### src/sh32_pkg.sv
`timescale 1ns / 1ps
// Shared types, constants and round functions of the Shadow-32 encryption unit.
// No dependencies; used by shadow32_encryption_unit.
package sh32_pkg;

   localparam int ROUND_COUNT = 16;

   // Key bit i sits at index i, so index 0 is the master key MSB.
   typedef logic [0:63] key_type;

   // Four round subkeys: [0] and [1] for the first half-round, [2] and [3] for the second.
   typedef logic [3:0][7:0] subkey_type;

   typedef struct packed {
      logic [7:0] la;
      logic [7:0] ra;
      logic [7:0] lb;
      logic [7:0] rb;
   } block_type;

   localparam logic [5:0] KEY_PERM [64] = '{
      6'd56, 6'd57, 6'd58, 6'd59, 6'd16, 6'd17, 6'd18, 6'd19,
      6'd20, 6'd21, 6'd22, 6'd23, 6'd24, 6'd25, 6'd26, 6'd27,
      6'd60, 6'd61, 6'd62, 6'd63, 6'd28, 6'd29, 6'd30, 6'd31,
      6'd32, 6'd33, 6'd34, 6'd35, 6'd36, 6'd37, 6'd38, 6'd39,
      6'd40, 6'd41, 6'd42, 6'd43, 6'd44, 6'd45, 6'd46, 6'd47,
      6'd48, 6'd49, 6'd50, 6'd51, 6'd52, 6'd53, 6'd54, 6'd55,
      6'd0,  6'd1,  6'd2,  6'd3,  6'd4,  6'd5,  6'd6,  6'd7,
      6'd8,  6'd9,  6'd10, 6'd11, 6'd12, 6'd13, 6'd14, 6'd15
   };

   // Bit positions of each subkey, MSB first.
   localparam logic [5:0] SUB_POS [4][8] = '{
      '{6'd0,  6'd1,  6'd2,  6'd3,  6'd8,  6'd9,  6'd10, 6'd11},
      '{6'd4,  6'd5,  6'd6,  6'd7,  6'd12, 6'd13, 6'd14, 6'd15},
      '{6'd16, 6'd17, 6'd18, 6'd19, 6'd24, 6'd25, 6'd26, 6'd27},
      '{6'd20, 6'd21, 6'd22, 6'd23, 6'd28, 6'd29, 6'd30, 6'd31}
   };

   function automatic logic [7:0] mix(input logic [7:0] x);
      logic [7:0] r1;
      logic [7:0] r2;
      logic [7:0] r7;
      r1 = {x[6:0], x[7]};
      r2 = {x[5:0], x[7:6]};
      r7 = {x[0], x[7:1]};
      return (r1 & r7) ^ r2;
   endfunction

   // NX step on bits 56..63, then the bit permutation. Terms kept as specified,
   // including the self-cancelling ones.
   function automatic key_type key_step(input key_type a);
      key_type n;
      key_type k;
      n = a;
      n[56] = a[56] & (a[56] ^ a[62]);
      n[57] = a[57] & (a[57] ^ a[63]);
      n[58] = a[58] & (a[58] ^ a[56] ^ a[62]);
      n[59] = a[59] & (a[59] ^ a[57] ^ a[63]);
      n[60] = a[60] & (a[60] ^ a[58] ^ a[56] ^ a[62]);
      n[61] = a[61] & (a[61] ^ a[59] ^ a[57] ^ a[63]);
      n[62] = a[62] & (a[62] ^ a[60] ^ a[58] ^ a[56] ^ a[62]);
      n[63] = a[63] & (a[63] ^ a[61] ^ a[59] ^ a[57] ^ a[63]);
      for (int i = 0; i < 64; i++) begin
         k[i] = n[KEY_PERM[i]];
      end
      return k;
   endfunction

   function automatic subkey_type extract_subkeys(input key_type k);
      subkey_type s;
      for (int j = 0; j < 4; j++) begin
         for (int i = 0; i < 8; i++) begin
            s[j][7-i] = k[SUB_POS[j][i]];
         end
      end
      return s;
   endfunction

   function automatic block_type cipher_round(input block_type b, input subkey_type sk);
      block_type o;
      logic [7:0] na;
      logic [7:0] nb;
      na   = mix(b.la) ^ b.ra ^ sk[0];
      nb   = mix(b.lb) ^ b.rb ^ sk[1];
      // left bytes swap at the end of the round
      o.la = nb;
      o.ra = mix(na) ^ b.la ^ sk[2];
      o.lb = na;
      o.rb = mix(nb) ^ b.lb ^ sk[3];
      return o;
   endfunction

endpackage

### src/shadow32_encryption_unit.sv
`timescale 1ns / 1ps
// Shadow-32 encryption unit: input register, 16 unrolled rounds, result register.
// Depends on sh32_pkg.
//
//  port group  direction  handshake            payload
//  req_*       in         req_valid/req_stall  four plaintext bytes
//  rsp_*       out        rsp_valid/rsp_stall  four ciphertext bytes
//  csr_*       in         csr_we               64-bit master key
//
// One block per cycle while rsp_stall is low; each block is registered in the input
// register and then in the result register, around the round logic.
// Round keys are expanded at key write and held in registers, so the key is
// usable on the cycle after the write. Reset (synchronous) empties both stages
// and loads the round keys of an all-zero master key. A stalled result holds
// both stages; req_stall rises only when the input stage cannot move on.
module shadow32_encryption_unit (
   input  logic        clock,
   input  logic        reset,
   input  logic        req_valid,
   output logic        req_stall,
   input  logic [7:0]  req_left_a_in,
   input  logic [7:0]  req_right_a_in,
   input  logic [7:0]  req_left_b_in,
   input  logic [7:0]  req_right_b_in,
   output logic        rsp_valid,
   input  logic        rsp_stall,
   output logic [7:0]  rsp_left_a_out,
   output logic [7:0]  rsp_right_a_out,
   output logic [7:0]  rsp_left_b_out,
   output logic [7:0]  rsp_right_b_out,
   input  logic        csr_we,
   input  logic [63:0] csr_wdata
);

   sh32_pkg::subkey_type rk_ff [sh32_pkg::ROUND_COUNT];
   sh32_pkg::subkey_type rk_in [sh32_pkg::ROUND_COUNT];
   sh32_pkg::key_type    kchain [sh32_pkg::ROUND_COUNT+1];

   logic                 s1_valid_ff;
   sh32_pkg::block_type  s1_data_ff;
   logic                 out_valid_ff;
   sh32_pkg::block_type  out_data_ff;
   sh32_pkg::block_type  out_data_in;
   sh32_pkg::block_type  st [sh32_pkg::ROUND_COUNT+1];

   logic out_free;
   logic s1_move;
   logic s1_load;

   // key schedule from the write data
   always_comb begin
      kchain[0] = csr_wdata;
      for (int r = 0; r < sh32_pkg::ROUND_COUNT; r++) begin
         kchain[r+1] = sh32_pkg::key_step(kchain[r]);
         rk_in[r]    = sh32_pkg::extract_subkeys(kchain[r+1]);
      end
   end

   always_ff @(posedge clock) begin
      if (reset) begin
         for (int r = 0; r < sh32_pkg::ROUND_COUNT; r++) begin
            rk_ff[r] <= '0;
         end
      end else if (csr_we) begin
         rk_ff <= rk_in;
      end
   end

   // rounds
   always_comb begin
      st[0] = s1_data_ff;
      for (int r = 0; r < sh32_pkg::ROUND_COUNT; r++) begin
         st[r+1] = sh32_pkg::cipher_round(st[r], rk_ff[r]);
      end
      out_data_in = st[sh32_pkg::ROUND_COUNT];
   end

   assign out_free  = !out_valid_ff || !rsp_stall;
   assign s1_move   = s1_valid_ff && out_free;
   assign req_stall = s1_valid_ff && !out_free;
   assign s1_load   = req_valid && !req_stall;

   always_ff @(posedge clock) begin
      if (reset) begin
         s1_valid_ff  <= 1'b0;
         out_valid_ff <= 1'b0;
      end else begin
         if (!req_stall) begin
            s1_valid_ff <= req_valid;
         end
         if (out_free) begin
            out_valid_ff <= s1_valid_ff;
         end
      end
   end

   always_ff @(posedge clock) begin
      if (s1_load) begin
         s1_data_ff.la <= req_left_a_in;
         s1_data_ff.ra <= req_right_a_in;
         s1_data_ff.lb <= req_left_b_in;
         s1_data_ff.rb <= req_right_b_in;
      end
      if (s1_move) begin
         out_data_ff <= out_data_in;
      end
   end

   assign rsp_valid       = out_valid_ff;
   assign rsp_left_a_out  = out_data_ff.la;
   assign rsp_right_a_out = out_data_ff.ra;
   assign rsp_left_b_out  = out_data_ff.lb;
   assign rsp_right_b_out = out_data_ff.rb;

endmodule

### config.mk
export PLATFORM = sky130hd
export DESIGN_NAME = shadow32_encryption_unit
export DESIGN_NICKNAME = d
export VERILOG_FILES = /design/src/sh32_pkg.sv /design/src/shadow32_encryption_unit.sv
export SDC_FILE = /design/constraint.sdc
export NUM_CORES = 1
export LEC_CHECK = 0
export BUFFER_PORTS_ARGS = -buffer_cell sky130_fd_sc_hd__buf_2
export CORE_MARGIN = 10
export CORE_UTILIZATION = 35
export DETAILED_ROUTE_END_ITERATION = 12
export GPL_ROUTABILITY_DRIVEN = 0
export HOLD_SLACK_MARGIN = 0.03
export PLACE_DENSITY = 0.52
export SETUP_SLACK_MARGIN = 0.02
export SKIP_CTS_REPAIR_TIMING = 1
export SYNTH_ARGS = -nofsm -noshare
export SYNTH_HDL_FRONTEND = slang
export SYNTH_SLANG_ARGS = --single-unit
### constraint.sdc
create_clock -name clock -period 19.6 [get_ports clock]
set_input_delay 3.92 -clock clock [delete_from_list [all_inputs] [get_ports clock]]
set_output_delay 3.92 -clock clock [all_outputs]
set_load 0.1 [all_outputs]
==> run_results.csv <==
group,metric,value,unit
place,placement.io_buffers,134,
clock_tree,clock_latency,0.60,ns
synthesis,yosys_register_bits,242,
floorplan,fp.dieW,294,um
clock_tree,clk_path_buf_depth,3,
detailed_routing,drt_drc_violations_left,0,
run,drv_cap,0,
detailed_routing,vias,21400,
synthesis,synth_ff_type,"dfxtp_1",
layout,drive_gt1_frac,0.106,
synthesis,syn_nets,2983,
detailed_routing,drt_iter0_drc,1835,
synthesis,synth_top_area_frac,0.214,
grt,grt_pass1_vias,20800,
min_path,min_to,"rk_ff[21]",
synthesis,synthTopCellsByArea,"xnor2_1 (21%), dfxtp_1 (14%), xor2_1 (11%)",
worst_setup_path,worstPathArrival,17.45,ns
floorplan,start_util,0.353,
worst_setup_path,r2r_slack,2.44,ns
worst_setup_path,path_class,"flop to flop",
layout,multi_input_area,20200,um2
place,place_ws,2.87,ns
place,dp_hpwl,83400,um
layout,seq_area,5490,um2
timing,setup_viol,0,
synthesis,syn-cell-area,26300,um2
clock_tree,numCtsBuffers,28,
clock_tree,cts_tree,"yes",
timing,hold_violations,0,
worst_setup_path,worstSetupEndpointType,"flop",
detailed_routing,viasPerCell,5.44,
timing,skew,0.0538,ns
detailed_routing,wl,99400,um
synthesis,synth_top_cells_by_count,"xnor2_1 (644), xor2_1 (316), nor2_1 (218), nand2_1 (214), dfxtp_1 (178)",
worst_setup_path,crit_path_max_fanout,9,
worst_setup_path,critPathSlowestCell,"dfxtp_1",
detailed_routing,dr.pass1.iters,6,
synthesis,seq_area_frac_synth,0.209,
synthesis,synth_area_per_cell,9.18,um2
clock_tree,cts.sinks,242,
floorplan,io_pins,135,
layout,syn_to_final_growth,9.95,%
grt,grtUsageTotal,0.222,
grt,grt.overflow.total,0,
min_path,min_path_type,"flop to flop",
timing,maxSlewHeadroom,0.183,
synthesis,synth.most_common_cell,"xnor2_1",
layout,nets,3059,
timing,worst_pin_slew,1.22,ns
grt,grt_pass1_wl,143000,um
floorplan,core-area,74400,um2
synthesis,synthDistinctLibCells,118,
detailed_routing,wl_per_cell,25.3,um
clock_tree,path_clk_slew,0.07,ns
grt,grt_max_degree,108,
timing,period_share,0.876,
layout,nFillCells,7461,
timing,worst_hold_slack,0.477,ns
worst_setup_path,ff2ff_path_depth,49,
clock_tree,cts-root-buf,"clkbuf_16",
worst_setup_path,rr_startpoint,"rk_ff[494]",
synthesis,yosysTopAreaCell,"xnor2_1",
worst_setup_path,required,19.89,ns
timing,tns,0,ns
timing,min_period,17.16,ns
synthesis,synth_edf_count,64,
worst_setup_path,timing.rr.end,"rsp_right_b_out[2]",
worst_setup_path,path_common_cell,"xnor2_1",
run_status,status,"finished, final reports clean",
timing,fmax,58.3,MHz
worst_setup_path,slowest_delay,1.01,ns
floorplan,rows,100,
floorplan,die_area,86500,um2
floorplan,die_y,294,um
worst_setup_path,critPathLaunch,"rk_ff[494]",
grt,antenna_found_initial,1,
synthesis,yosysWarnings,0,
min_path,timing.hold.worst.start,"rk_ff[21]",
timing,rsz0062_at_grt,"false",
worst_setup_path,startpoint_type,"flop",
detailed_routing,drtAntennaViolNets,0,
synthesis,synth-async-reset-ratio,0,
clock_tree,htree_levels,1,
timing,slew_viol_final,0,
synthesis,syn_inst,2864,
min_path,hold_depth,2,
timing,finalWorstSetupSlack,2.44,ns
[worst max-delay path by stage]
stage,end,slack (ns),cells after the start
floorplan,rsp_right_a_out[4],5.71,52
global placement,rsp_right_b_out[0],2.98,50
detailed placement,rsp_right_b_out[0],2.87,50
CTS,rsp_right_b_out[0],2.70,50
global route,rsp_right_b_out[0],1.44,50
finish,rsp_right_b_out[2],2.44,49
[metal layers]
layer  wire length, um  vias to the layer above  track usage
met3              6690                      179       0.0292
met2             45200                      885        0.362
met5                12                        -            0
met4              4790                        2       0.0901
li1                  -                     9912            -
met1             42700                    10400        0.292
[cells in the final DEF, fill, tap and decap left out, types with 28 or more instances in the layout]
cell type,n
buf_2,132
nand3_1,86
nor2b_1,47
mux2i_1,116
xnor2_1,644
o21ai_0,41
nand2_1,214
clkbuf_16,28
a21oi_1,131
nor2_1,218
xor2_1,316
inv_1,51
dfxtp_1,178
nor3_1,33
and2_1,32
xnor3_1,96
edfxtp_1,64
nand2b_1,32
[cells by family (layout without fill, tap and decap cells)]
family,after synthesis,in the layout,share of synthesized area
xor gates and xnor gates,1113,1113,0.448
and+or+nand+nor,812,812,0.152
AOI/OAI and AO/OA,387,387,0.103
DFF,242,242,0.209
buffers and inverters,163,261,0.0248
muxes,129,129,0.0498
adders and majority gates,18,18,0.0137
other,0,1,0
[registers in the layout, indices dropped and copies added, names as in the netlist]
name	count
rk_ff	176
rsp_left_a_out	8
rsp_left_b_out	8
rsp_right_a_out	8
rsp_right_b_out	8
rsp_valid	1
s1_data_ff	32
s1_valid_ff	1
[through the flow]
stage	util	std cells	cell area (um2)
final	0.388	3932	28900
after global routing	0.388	3931	28900
after CTS	0.388	3931	28900
after detailed placement	0.375	3879	27900
after global placement	0.375	3879	27900
after floorplan	-	2864	26300
[critical path: cells and delay by family (launching register included)]
kind / cells / cell delay (ns)
compound gates: 10 / 3.31
simple gates: 11 / 2.68
flops: 1 / 1.01
mux: 3 / 0.74
xor+xnor: 24 / 8.92
buf+inv: 1 / 0.15
[final cells by class]
class                   count  share of cell area
clock inverters            18             0.00874
clock buffers              34              0.0258
flip-flops and latches    242               0.190
multi-input cells        2459               0.698
repair buffers            153              0.0286
inverters                  56             0.00727
well taps                 969              0.0419
diodes                      1           0.0000865
Power is left out: the tool's default activity adds up to more than one toggle a clock period on the data nets, which glitch-free logic cannot reach.
